## src/rtl/lcw_pkg.sv

```systemverilog
// Load-cell weigher package: request/result types, register map and constants.
// No dependencies; used by load_cell_weigher_core.
package lcw_pkg;

  localparam int SAMPLE_W       = 24;
  localparam int MAX_WINDOW_DEF = 32;
  localparam int DIVISOR_W      = 16;
  localparam int GRAMS_W        = 16;
  localparam int PROD_W         = 35;

  localparam logic [SAMPLE_W-1:0] SAT_CODE     = 24'h800000;
  localparam logic [GRAMS_W-1:0]  MAX_GRAMS    = 16'd60000;
  localparam logic [GRAMS_W-1:0]  GRAMS_PER_KG = 16'd1000;

  localparam logic [5:0]  MEASURE_WINDOW_RST = 6'd16;
  localparam logic [5:0]  TARE_WINDOW_RST    = 6'd32;
  localparam logic [2:0]  TARE_SETTLE_RST    = 3'd4;
  localparam logic [15:0] CAL_FACTOR_RST     = 16'd1000;
  localparam logic [5:0]  TARGET_KG_RST      = 6'd50;

  typedef enum logic [2:0] {
    REG_MEASURE_WINDOW = 3'd0,
    REG_TARE_WINDOW    = 3'd1,
    REG_TARE_SETTLE    = 3'd2,
    REG_CAL_FACTOR     = 3'd3,
    REG_TARGET_KG      = 3'd4
  } cfg_reg_t;

  localparam logic KIND_WEIGHT = 1'b0;
  localparam logic KIND_TARE   = 1'b1;

  typedef struct packed {
    logic                       req_type;
    logic signed [SAMPLE_W-1:0] sample;
    logic                       timed_out;
  } req_t;

  typedef struct packed {
    logic                       kind;
    logic signed [SAMPLE_W-1:0] avg_raw;
    logic [GRAMS_W-1:0]         weight_grams;
    logic                       target_reached;
    logic                       no_valid;
  } rsp_t;

endpackage

```

## src/rtl/load_cell_weigher_core.sv

```systemverilog
// Load-cell weigher top level: window averaging, tare store and gram scaling.
// Depends on lcw_pkg; contains the sequencer and one shared restoring divider.
//
// Samples arrive as requests tagged measurement or tare; timed-out samples and
// the saturation code are counted but not summed. A request that does not
// close a window is accepted without a stall. A request that closes a
// window holds req_stall high while the single shared restoring divider
// (one quotient bit per cycle, DW = 35 + clog2(MAX_WINDOW+1) bits, 41 at the
// default) first forms the signed average and, for a measurement window,
// then divides the net count times 1000 by cal_factor; the stall lasts until
// the result has entered the output register. A result waiting in the output
// register does not block the next request unless that request closes
// another window.
module load_cell_weigher_core
  import lcw_pkg::*;
#(
  parameter int MAX_WINDOW = MAX_WINDOW_DEF
) (
  input  logic        clk,
  input  logic        rst,
  input  logic        req_valid,
  output logic        req_stall,
  input  req_t        req,
  output logic        rsp_valid,
  input  logic        rsp_stall,
  output rsp_t        rsp,
  input  logic        psel,
  input  logic        penable,
  input  logic        pwrite,
  input  logic [4:0]  paddr,
  input  logic [31:0] pwdata,
  output logic [31:0] prdata,
  output logic        pready
);

  localparam int CW     = $clog2(MAX_WINDOW + 1);
  localparam int AW     = SAMPLE_W + CW;
  localparam int DW     = AW + 11;
  localparam int VW     = DIVISOR_W;
  localparam int LW     = CW + 6;
  localparam int STEP_W = $clog2(DW);

  typedef enum logic [2:0] {
    S_IDLE,
    S_DIV_AVG,
    S_SIGN,
    S_SCALE,
    S_DIV_G,
    S_FINISH
  } state_t;

  state_t state;

  logic [5:0]  measure_window;
  logic [5:0]  tare_window;
  logic [2:0]  tare_settle;
  logic [15:0] cal_factor;
  logic [5:0]  target_kg;

  logic signed [AW-1:0]       accumulator;
  logic [CW-1:0]              valid_count;
  logic [CW-1:0]              sample_count;
  logic [2:0]                 settle_left;
  logic                       window_kind;
  logic signed [SAMPLE_W-1:0] tare_offset;

  logic [DW-1:0]              quo;
  logic [VW-1:0]              rem;
  logic [VW-1:0]              dvs;
  logic [STEP_W-1:0]          step;
  logic                       neg;
  logic                       none;
  logic signed [SAMPLE_W-1:0] avg;

  // Request path
  logic                       req_acc;
  logic                       restart;
  logic signed [AW-1:0]       acc_b;
  logic [CW-1:0]              vc_b;
  logic [CW-1:0]              sc_b;
  logic [2:0]                 settle_b;
  logic                       sample_ok;
  logic signed [AW-1:0]       acc_n;
  logic [CW-1:0]              vc_n;
  logic [CW-1:0]              sc_n;
  logic [5:0]                 win_reg;
  logic [LW-1:0]              win_e;
  logic [LW-1:0]              len;
  logic                       win_done;
  logic [AW-1:0]              acc_mag;
  logic [2:0]                 settle_reload;

  // Divider step
  logic [VW:0]                trial;
  logic [VW+1:0]              diff;

  // Post-processing
  logic [SAMPLE_W-1:0]        q_lo;
  logic signed [SAMPLE_W-1:0] avg_next;
  logic signed [SAMPLE_W:0]   net;
  logic [SAMPLE_W-1:0]        net_pos;
  logic [PROD_W-1:0]          prod;
  logic [VW-1:0]              cal_eff;
  logic [GRAMS_W-1:0]         grams;
  logic [GRAMS_W-1:0]         target_g;
  logic                       out_free;

  logic                       cfg_wr;
  cfg_reg_t                   cfg_idx;

  assign pready    = 1'b1;
  assign cfg_wr    = psel && penable && pwrite;
  assign cfg_idx   = cfg_reg_t'(paddr[4:2]);
  assign req_stall = (state != S_IDLE);
  assign req_acc   = req_valid && !req_stall;
  assign out_free  = !rsp_valid || !rsp_stall;

  always_comb begin
    unique case (cfg_idx)
      REG_MEASURE_WINDOW: prdata = {26'd0, measure_window};
      REG_TARE_WINDOW:    prdata = {26'd0, tare_window};
      REG_TARE_SETTLE:    prdata = {29'd0, tare_settle};
      REG_CAL_FACTOR:     prdata = {16'd0, cal_factor};
      REG_TARGET_KG:      prdata = {26'd0, target_kg};
      default:            prdata = 32'd0;
    endcase
  end

  always_comb begin
    restart       = (req.req_type != window_kind);
    acc_b         = restart ? '0 : accumulator;
    vc_b          = restart ? '0 : valid_count;
    sc_b          = restart ? '0 : sample_count;
    settle_reload = (req.req_type == KIND_TARE) ? tare_settle : 3'd0;
    settle_b      = restart ? settle_reload : settle_left;
    sample_ok     = !req.timed_out && (req.sample != SAT_CODE);
    acc_n         = sample_ok ? acc_b + {{(AW-SAMPLE_W){req.sample[SAMPLE_W-1]}}, req.sample}
                              : acc_b;
    vc_n          = sample_ok ? vc_b + 1'b1 : vc_b;
    sc_n          = sc_b + 1'b1;
    win_reg       = (req.req_type == KIND_TARE) ? tare_window : measure_window;
    win_e         = {{CW{1'b0}}, win_reg};
    if (win_reg == 6'd0) begin
      len = LW'(1);
    end else if (win_e > LW'(MAX_WINDOW)) begin
      len = LW'(MAX_WINDOW);
    end else begin
      len = win_e;
    end
    win_done = ({6'd0, sc_n} >= len);
    acc_mag  = acc_n[AW-1] ? AW'(-acc_n) : AW'(acc_n);
  end

  always_comb begin
    trial = {rem, quo[DW-1]};
    diff  = {1'b0, trial} - {2'b00, dvs};
  end

  always_comb begin
    q_lo     = quo[SAMPLE_W-1:0];
    avg_next = none ? '0 : (neg ? SAMPLE_W'(-q_lo) : q_lo);
    net      = {avg[SAMPLE_W-1], avg} - {tare_offset[SAMPLE_W-1], tare_offset};
    net_pos  = net[SAMPLE_W] ? '0 : net[SAMPLE_W-1:0];
    prod     = {{(PROD_W-SAMPLE_W){1'b0}}, net_pos} * PROD_W'(GRAMS_PER_KG);
    cal_eff  = (cal_factor == 16'd0) ? VW'(1) : cal_factor;
    grams    = (quo > DW'(MAX_GRAMS)) ? MAX_GRAMS : quo[GRAMS_W-1:0];
    target_g = GRAMS_W'({10'd0, target_kg} * GRAMS_PER_KG);
  end

  always_ff @(posedge clk) begin
    if (rst) begin
      state          <= S_IDLE;
      measure_window <= MEASURE_WINDOW_RST;
      tare_window    <= TARE_WINDOW_RST;
      tare_settle    <= TARE_SETTLE_RST;
      cal_factor     <= CAL_FACTOR_RST;
      target_kg      <= TARGET_KG_RST;
      accumulator    <= '0;
      valid_count    <= '0;
      sample_count   <= '0;
      settle_left    <= '0;
      window_kind    <= KIND_WEIGHT;
      tare_offset    <= '0;
      rsp_valid      <= 1'b0;
    end else begin
      if (cfg_wr) begin
        unique case (cfg_idx)
          REG_MEASURE_WINDOW: measure_window <= pwdata[5:0];
          REG_TARE_WINDOW:    tare_window    <= pwdata[5:0];
          REG_TARE_SETTLE:    tare_settle    <= pwdata[2:0];
          REG_CAL_FACTOR:     cal_factor     <= pwdata[15:0];
          REG_TARGET_KG:      target_kg      <= pwdata[5:0];
          default: ;
        endcase
      end

      if (rsp_valid && !rsp_stall && (state != S_FINISH)) begin
        rsp_valid <= 1'b0;
      end

      unique case (state)
        S_IDLE: begin
          if (req_acc) begin
            window_kind <= req.req_type;
            if (settle_b != 3'd0) begin
              settle_left  <= settle_b - 3'd1;
              accumulator  <= acc_b;
              valid_count  <= vc_b;
              sample_count <= sc_b;
            end else if (win_done) begin
              accumulator  <= '0;
              valid_count  <= '0;
              sample_count <= '0;
              settle_left  <= settle_reload;
              quo          <= {{(DW-AW){1'b0}}, acc_mag};
              rem          <= '0;
              dvs          <= {{(VW-CW){1'b0}}, vc_n};
              neg          <= acc_n[AW-1];
              none         <= (vc_n == '0);
              step         <= STEP_W'(DW - 1);
              state        <= S_DIV_AVG;
            end else begin
              settle_left  <= 3'd0;
              accumulator  <= acc_n;
              valid_count  <= vc_n;
              sample_count <= sc_n;
            end
          end
        end
        S_DIV_AVG, S_DIV_G: begin
          if (!diff[VW+1]) begin
            rem <= diff[VW-1:0];
            quo <= {quo[DW-2:0], 1'b1};
          end else begin
            rem <= trial[VW-1:0];
            quo <= {quo[DW-2:0], 1'b0};
          end
          step <= step - 1'b1;
          if (step == '0) begin
            state <= (state == S_DIV_AVG) ? S_SIGN : S_FINISH;
          end
        end
        S_SIGN: begin
          avg <= avg_next;
          if (window_kind == KIND_TARE) begin
            tare_offset <= avg_next;
            state       <= S_FINISH;
          end else begin
            state <= S_SCALE;
          end
        end
        S_SCALE: begin
          quo   <= {{(DW-PROD_W){1'b0}}, prod};
          rem   <= '0;
          dvs   <= cal_eff;
          step  <= STEP_W'(DW - 1);
          state <= S_DIV_G;
        end
        S_FINISH: begin
          if (out_free) begin
            rsp_valid   <= 1'b1;
            rsp.kind    <= window_kind;
            rsp.avg_raw <= avg;
            rsp.no_valid <= none;
            if (window_kind == KIND_TARE) begin
              rsp.weight_grams   <= '0;
              rsp.target_reached <= 1'b0;
            end else begin
              rsp.weight_grams   <= grams;
              rsp.target_reached <= (grams >= target_g);
            end
            state <= S_IDLE;
          end
        end
        default: state <= S_IDLE;
      endcase
    end
  end

endmodule

```

## config.mk

```make
export PLATFORM = sky130hd
export DESIGN_NAME = load_cell_weigher_core
export DESIGN_NICKNAME = d
export VERILOG_FILES = /design/src/rtl/lcw_pkg.sv /design/src/rtl/load_cell_weigher_core.sv
export SDC_FILE = /design/constraint.sdc
export NUM_CORES = 1
export LEC_CHECK = 0
export ABC_AREA = 1
export BUFFER_PORTS_ARGS = -buffer_cell sky130_fd_sc_hd__buf_2
export CAP_MARGIN = 40
export CORE_UTILIZATION = 50
export DETAILED_ROUTE_END_ITERATION = 10
export GPL_TIMING_DRIVEN = 0
export PLACE_DENSITY = 0.68
export REMOVE_ABC_BUFFERS = 1
export SYNTH_ARGS = -nofsm -noshare
export SYNTH_HDL_FRONTEND = slang
export SYNTH_SLANG_ARGS = --single-unit
```

## constraint.sdc

```tcl
create_clock -name clk -period 15.7 [get_ports clk]
set_input_delay 3.14 -clock clk [delete_from_list [all_inputs] [get_ports clk]]
set_output_delay 3.14 -clock clk [all_outputs]
set_load 0.1 [all_outputs]
```

* Word-level counts from Yosys, hierarchy flattened
Cells that the tools add are included.
Word-level totals: register bits after elaboration 259, output and inout bits 78, word-level logic and storage cells 148
Cells by class: add/subtract/negate cells 9, $mul 2, order comparisons 4, equality and inequality tests 17, multiplexer cells 54, bitwise operators 2, reductions and logical operators 35
Operators with widths (number):
- 30-bit 2-to-1 mux | 5
- 16-bit 2-to-1 mux | 9
- 41-bit 2-to-1 mux | 3
- 41-bit case mux with 3 select lines | 1
- 16-bit case mux with 5 select lines | 1
- 6-bit 2-to-1 mux | 13
- 24-bit 2-to-1 mux | 3
- 16-bit case mux with 3 select lines | 1
- 41-bit by 16-bit > comparator with 1-bit output, second input constant | 1
- 3-bit 2-to-1 mux | 11
- 16-bit case mux with 2 select lines | 1
- 24-bit by 7-bit multiplier with 31-bit output, second input constant | 1
- 30-bit adder | 1
- 30-bit negation | 1
- 24-bit by 24-bit subtractor with 25-bit output | 1
- 24-bit inequality test, second input constant | 1
- 24-bit negation | 1
- 5-bit AND reduction | 4
- 6-bit zero test | 3
- 6-bit case mux with 3 select lines | 1
- 17-bit by 16-bit subtractor with 18-bit output | 1
- 16-bit >= comparator | 1
- 16-bit zero test | 1
- 2-bit AND reduction | 8
- 23 further kinds | 49

* Depth between registers and ports, before layout
Gate-level depths: netlist of run 1.
depth after elaboration 10, depth in mapped cells 38, depth with buffers taken out 38

* Least setup slack after synthesis of run 1
OpenSTA, ideal clock, no wires.
path type input-to-reg, start point in req[25] in the netlist's numbering, end point reg quo[0], enable pin, library setup time 0.505 ns, arrival time 8.408 ns, required time 15.195 ns, path slack 6.788 ns, cell stages on the path 19, path buffers 3, path through inv_2 nand2_1 nand2_1 buf_2 buf_2 buf_2 nor2_1 ha_1 xor2_1 inv_1 ha_1 nand2_1 o21ai_0 nand2_1 nand3_1 nand2_1 nand3_1 nand3b_1 a21oi_1
On the way: longest elaborated chain between the ends 7, elaborated cells between the ends (all ways) 15
Ends and longest elaborated chain:
- start: declaration | line load_cell_weigher_core.sv:23 | input req_t req,
- 6-bit 2-to-1 mux | line load_cell_weigher_core.sv:141 | win_reg = (req.req_type == KIND_TARE) ? tare_window : measure_window;
- 6-bit > comparator | line load_cell_weigher_core.sv:145 | end else if (win_e > LW'(MAX_WINDOW)) begin
- 6-bit 2-to-1 mux | line load_cell_weigher_core.sv:145
- 6-bit 2-to-1 mux | line load_cell_weigher_core.sv:143 | if (win_reg == 6'd0) begin
- 6-bit by 12-bit >= comparator with 1-bit output | line load_cell_weigher_core.sv:150 | win_done = ({6'd0, sc_n} >= len);
- 2-bit inequality test (no line)
- 5-bit AND reduction (no line) (*)
- end signal: assignment | line load_cell_weigher_core.sv:215 | quo <= {{(DW-AW){1'b0}}, acc_mag};
- end signal: assignment | line load_cell_weigher_core.sv:233 | quo <= {quo[DW-2:0], 1'b1};
- end signal: assignment | line load_cell_weigher_core.sv:236 | quo <= {quo[DW-2:0], 1'b0};
- end: declaration | line load_cell_weigher_core.sv:67 | logic [DW-1:0] quo;
Mark *: on every way between the ends. The rest lies on a longest branch, timed or not. A chain may end at the register's enable or synchronous reset.

* Worst setup path after layout of run 1
start point in paddr[3], end point out prdata[0]
On the way: longest elaborated chain between the ends 2, elaborated cells between the ends (all ways) 6
Ends and longest elaborated chain:
- start: declaration | line load_cell_weigher_core.sv:30 | input logic [4:0] paddr,
- 3-bit == test (tied with other cells) | line load_cell_weigher_core.sv:119 | unique case (cfg_idx)
- 16-bit case mux with 5 select lines (*) | line load_cell_weigher_core.sv:119
- end: declaration | line load_cell_weigher_core.sv:32 | output logic [31:0] prdata,
Marks and branches as above.

==> results of run 1 <==
cell families (layout without fill, tap and decap cells):
family                     after synthesis  count (layout)  share of synthesized area
AOI/OAI and AO/OA                      564             564                      0.139
xor gates and xnor gates                60              60                     0.0229
adders and majority gates              288             288                      0.190
buffers and inverters                  662             752                      0.114
DFF                                    259             259                      0.290
muxes                                    1               1                   0.000435
other                                    2              17                   0.000327
and+or+nand+nor                       1311            1311                      0.244
cell usage after synthesis (all sizes together), types with 2 or more instances:
library cell and number:
a211oi 19, a21o 7, a21oi 189, a221o 2
a221oi 2, a22oi 4, a31oi 49, a32oi 2
and2 4, and3 3, buf 36, clkbuf 62
clkinv 6, conb 2, dfxtp 111, edfxtp 148
fa 101, ha 187, inv 558, nand2 709
nand3 165, nand3b 10, nand4 36, nor2 304
nor3 53, nor3b 3, nor4 10, o2111ai 3
o211ai 17, o21a 10, o21ai 222, o21bai 13
o221ai 7, o22ai 10, o31ai 3, or2 12
or3 2, xnor2 27, xor2 33
per-layer routing:
layer / track usage / share of wire / wire (um) / vias up
met1: 0.371 / 0.46 / 28100 / 9754
met4: 0.0622 / 0.023 / 1430 / 0
met5: 0 / 0 / 0 / -
met2: 0.427 / 0.46 / 28200 / 568
li1: - / - / - / 10400
met3: 0.0281 / 0.054 / 3270 / 99
how the worst min path moves through the flow:
stage                      start       to  slack, ns  cells past startpoint
after detailed placement  avg[0]  rsp[18]       0.44                      0
after CTS                 avg[0]  rsp[18]       0.46                      0
after floorplan           avg[0]  rsp[18]       0.43                      0
final                     avg[0]  rsp[18]       0.46                      0
after global placement    avg[0]  rsp[18]       0.44                      0
after global routing      avg[9]  rsp[27]       0.48                      0
worst reg2reg max path: cells and delay by family, from the launching register on:
| kind | cells | cell delay, ns |
|---|---|---|
| AO/OA/AOI/OAI | 5 | 0.72 |
| XOR/XNOR | 1 | 0.17 |
| adder cells (fa/ha/maj) | 7 | 3.14 |
| buffers and inverters | 6 | 0.55 |
| flip-flops | 1 | 0.34 |
| AND/OR/NAND/NOR | 14 | 2.15 |
area by class of cell:
class                           count  area (sq um)  area share
Multi-Input combinational cell   2241         13800       0.546
Sequential cell                   259          6670       0.264
Inverter                          564          2120      0.0838
Timing Repair Buffer              131           947      0.0375
Clock buffer                       45           911      0.0360
Tap cell                          600           751      0.0297
Clock inverter                     12          80.1     0.00317
power by group through the flow:
| stage | logic [mW] | clock network (mW) | registers [mW] |
|---|---|---|---|
| 6_report | 2.00 | 0.704 | 0.904 |
| 2_1_floorplan | 1.41 | 0 | 0.921 |
| 5_1_grt | 2.26 | 0.737 | 0.913 |
| 3_3_place_gp | 1.87 | 0 | 0.924 |
| 4_1_cts | 1.98 | 0.715 | 0.902 |
| 3_5_place_dp | 1.97 | 0 | 0.916 |
metrics by stage:
step	cells	worst slack, ns	util	power [mW]
detailed placement	3795	7.79	0.535	2.88
floorplan	3064	6.15	-	2.34
global placement	3776	3.19	0.526	2.79
CTS	3852	7.79	0.557	3.60
global route	3852	7.59	0.557	3.91
finish	3852	7.72	0.557	3.61
state kept, by name, indices dropped and copies added, names as in the netlist, 16 cells and up:
register	flops
rsp	43
tare_offset	24
quo	41
dvs	16
cal_factor	16
avg	24
accumulator	30
rem	16
==> reports/qor.csv, run 1 <==
metric,value,unit
ir_drop,0.0000878,V
hold_ws,0.457,ns
cts_setup_buffers,0,
critical_path_class,in2out,
cp_top_family,buffers and inverters,
final_cell_mix,"nand2_1 (684), inv_1 (551), nor2_1 (286), o21ai_0 (200), ha_1 (187)",
cts_tree,built,
grt_max_degree,50,
arrival,4.84,ns
antenna_found_initial,0,
hold_buffers,0,
fill_cells,4371,
yosysTopAreaCell,edfxtp_1,
p_clk_frac,0.195,
grt_usage,0.262,
path_buf_inv,4,
postCtsResizedCells,0,
cts.sinks,259,
ys_types,62,
drive_gt1_frac,0.0806,
syn_area_per_cell,7.30,sq um
power.internal,1.92,mW
std_cell_rows,78,
design_area,0.0253,sq mm
p_per_area,143,mW/mm^2
port_buffers,112,
overflow,0,
dpl.hpwl,48.4,mm
max_cap_viol_count,0,
grt_pass1_wl,101,mm
grt_setup_unrepaired,no,
r2r-start,avg[0],
crit_end,prdata[0],
netSwitchingPower,1.68,mW
coreArea,0.0454,sq mm
crit_path_start_kind,input pin,
synth-edff-count,148,
cp-startpoint,paddr[3],
routabilityCongestion,0.934,
path_max_fanout,16,
place_area,0.0243,sq mm
netlist_instances,3147,
async_flop_share,0,
cpPeakStageDelay,0.42,ns
worst_pin_slew,0.907,ns
p_seq_frac,0.251,
swShare,0.466,
cp_slowest_cell,buf_2,
die-area,0.0468,sq mm
synth_top_area_frac,0.193,
cts_max_path_buffers,3,
vias,20800,
path_clk_slew,0.07,ns
pwr-share-comb,0.554,
critPathRequiredTime,12.56,ns
yosysWarnings,0,
wire_per_inst,15.8,um
io_pins,148,
grt_pass1_vias,20000,
wl,60.9,mm
status,finished clean,
ys_seq_area_frac,0.290,
worstRegToRegCells,33,
finalHoldViolations,0,
drt_iter0_markers,1535,
p_leak,11.9,nW
drt_first_pass_iters,6,
insertedDiodeCount,0,
worstSkewPairLatency,0.58,ns
fin_worst_skew,0.0192,ns
setup-tns-final,0,ns
area_growth,9.96,%
vias_per_cell,5.41,
cts_buffers,31,
max_slew_margin,0.393,
cp_cell_sequence,buf_2 -> inv_1 -> nor3_1 -> inv_1 -> o22ai_1 -> a221oi_1 -> nand2_1 -> buf_2,
root_buffer,clkbuf_16,
r2r_slack,8.35,ns
ys_ff_latch,259,
drv_slew,0,
nNetsFinal,3586,
synth_area,0.0230,sq mm
ys_top_cells_by_area,"edfxtp_1 (19%), nand2_1 (11%), ha_1 (10%)",
hold_class,reg2reg,
period_needed,7.98,ns
layout_commonest_cell,nand2_1,
drc,0,
setup_viol,0,
end_kind,primary output,
period_share,0.508,
fmax,125,MHz
ys.flop_type,edfxtp_1,
fp.dieW,216,um
cts.htree.levels,1,
dieHeight,216,um
start_util,0.507,
r2r_end,quo[33],
cp.depth,8,
ant_nets,0,
Note: power is estimated with default switching activity, not from simulation.
==> run 2: changes to the inputs <==
- PLACE_DENSITY: 0.68 -> 0.7
- clock period: 15.7 -> 7.18 ns (I/O delays scaled with it)
==> reports/qor.csv, run 2 (synthesis results as in run 1) <==
metric,value,unit,change
dpl.hpwl,48.2,mm,was 48.4 mm
path_max_fanout,6,,was 16
wl,61.3,mm,was 60.9 mm
cts.sinks,259,,unchanged
hold_ws,0.459,ns,was 0.457 ns
r2r_end,quo[29],,was quo[33]
period_needed,6.85,ns,
design_area,0.0258,sq mm,was 0.0253 sq mm
layout_commonest_cell,nand2_1,,unchanged
vias,21000,,was 20800
drv_slew,0,,unchanged
grt_pass1_wl,98.9,mm,was 101 mm
insertedDiodeCount,0,,unchanged
fmax,146,MHz,
drc,0,,unchanged
cts_tree,built,,unchanged
r2r-start,avg[0],,unchanged
cts.htree.levels,1,,unchanged
cts_max_path_buffers,3,,unchanged
fp.dieW,216,um,unchanged
drive_gt1_frac,0.109,,was 0.0806
max_slew_margin,0.373,,was 0.393
ir_drop,0.000180,V,was 0.0000878 V
cts_buffers,30,,was 31
io_pins,148,,unchanged
antenna_found_initial,0,,unchanged
wire_per_inst,15.9,um,was 15.8 um
r2r_slack,0.33,ns,was 8.35 ns
cp_slowest_cell,fa_1,,was buf_2
nNetsFinal,3603,,was 3586
fin_worst_skew,0.0142,ns,was 0.0192 ns
worst_pin_slew,0.937,ns,was 0.907 ns
reg_top3,"rsp: 43 flops, quo: 41 flops, accumulator: 30 flops",,unchanged
ant_nets,0,,unchanged
largest_reg_flops,43,,unchanged
p_per_area,319,mW/mm^2,was 143 mW/mm^2
dieHeight,216,um,unchanged
drt_first_pass_iters,6,,unchanged
crit_top_cell,inv_1,,
hp-start,avg[19],,was avg[0]
arrival,7.18,ns,was 4.84 ns
worstRegToRegCells,34,,was 33
area_growth,12.2,%,was 9.96%
place_area,0.0243,sq mm,about the same
critical_path_class,reg2reg,,was in2out
p_leak,12.1,nW,was 11.9 nW
overflow,0,,unchanged
period_share,0.954,,
path_buf_inv,9,,was 4
grt_pass1_vias,19900,,was 20000
critPathRequiredTime,7.50,ns,was 12.56 ns
max_cap_viol_count,0,,unchanged
worstSkewPairLatency,0.58,ns,about the same
status,finished clean,,unchanged
final_cell_mix,"nand2_1 (674), inv_1 (539), nor2_1 (267), o21ai_0 (192), a21oi_1 (180)",,"was nand2_1 (684), inv_1 (551), nor2_1 (286), o21ai_0 (200), ha_1 (187)"
std_cell_rows,78,,unchanged
setup_viol,0,,unchanged
path_clk_slew,0.06,ns,was 0.07 ns
grt_max_degree,49,,was 50
cp_top_family,adder cells,,was buffers and inverters
grt_usage,0.258,,was 0.262
crit_path_start_kind,flip-flop,,was input pin
worst_slack,0.329,ns,was 7.72 ns
end_kind,flip-flop,,was primary output
pre_cts_slack,-0.235,ns,was 7.79 ns
drt_iter0_markers,1583,,was 1535
finalPower,8.24,mW,was 3.61 mW
vias_per_cell,5.43,,was 5.41
coreArea,0.0454,sq mm,unchanged
hold_depth,0,,unchanged
cpPeakStageDelay,0.55,ns,was 0.42 ns
hold_class,reg2reg,,unchanged
port_buffers,112,,unchanged
die-area,0.0468,sq mm,unchanged
start_util,0.507,,unchanged
finalHoldViolations,0,,unchanged
holdPathEnd,rsp[37],,was rsp[18]
top_register,rsp,,unchanged
routabilityCongestion,0.969,,was 0.934
root_buffer,clkbuf_16,,unchanged
run 2: cell count changes in the layout (fill, tap and decap cells not counted), moves of 9 or more:
| cell | previous run | this run |
|---|---|---|
| buf_4 | 1 | 15 |
| nand2_2 | 22 | 31 |
| nor2_4 | 8 | 20 |
| inv_2 | 7 | 18 |
| nand2_1 | 684 | 674 |
| inv_1 | 551 | 539 |
| nor2_1 | 286 | 267 |
run 2: worst register-to-register path: cells and delay by family, from the launching register on:
kind                     cells  cell delay (ns)
adder cells (fa/ha/maj)      7             3.03
AND/OR/NAND/NOR             12             1.36
AO/OA/AOI/OAI                6             1.02
buffers and inverters        9             0.82
flip-flops                   1             0.37
run 2: worst max-delay path by stage:
stage	slack, ns	to	depth (start not counted)	start
6_report	0.33	quo[29]	34	avg[0]
3_3_place_gp	-3.59	quo[32]	18	req[25]
2_1_floorplan	-0.67	quo[0]	17	req[25]
5_1_grt	-0.05	quo[32]	34	avg[0]
4_1_cts	0.02	quo[23]	32	avg[0]
3_5_place_dp	-0.24	quo[23]	32	avg[0]
run 2: routing by layer:
layer	part of all wire	vias to the layer above	wire (um)	GRT usage
met5	0	-	0	0
met1	0.45	9797	27700	0.359
met3	0.061	138	3720	0.0352
li1	-	10500	-	-
met4	0.031	0	1890	0.0770
met2	0.46	622	28100	0.416
run 2: area by class of cell:
| class | count | area (sq um) |
|---|---|---|
| Clock buffer | 33 | 803 |
| Clock inverter | 23 | 228 |
| Fill cell | 4234 | 19600 |
| Inverter | 564 | 2120 |
| Multi-Input combinational cell | 2243 | 14200 |
| Sequential cell | 259 | 6670 |
| Tap cell | 600 | 751 |
| Timing Repair Buffer | 147 | 1070 |
run 2: timing repair:
action,in CTS,in global routing
setup buffers,0,15
gates cloned,0,2
setup endpoints to repair,18,20
pin swaps,0,11
resized for setup,7,94
hold buffers,0,0
run 2: where the power goes:
part / switching (mW) / internal, mW
sequential: 0.114 / 1.86
combinational: 3.08 / 1.58
clock: 0.707 / 0.898
total: 3.90 / 4.34
run 2: per-stage QoR:
stage,utilization,std cells,setup TNS [ns]
detailed placement,0.535,3796,-1.67
finish,0.568,3869,0
global route,0.568,3869,-0.124
CTS,0.559,3852,0
floorplan,-,3064,-42.00
global placement,0.526,3776,-300.56
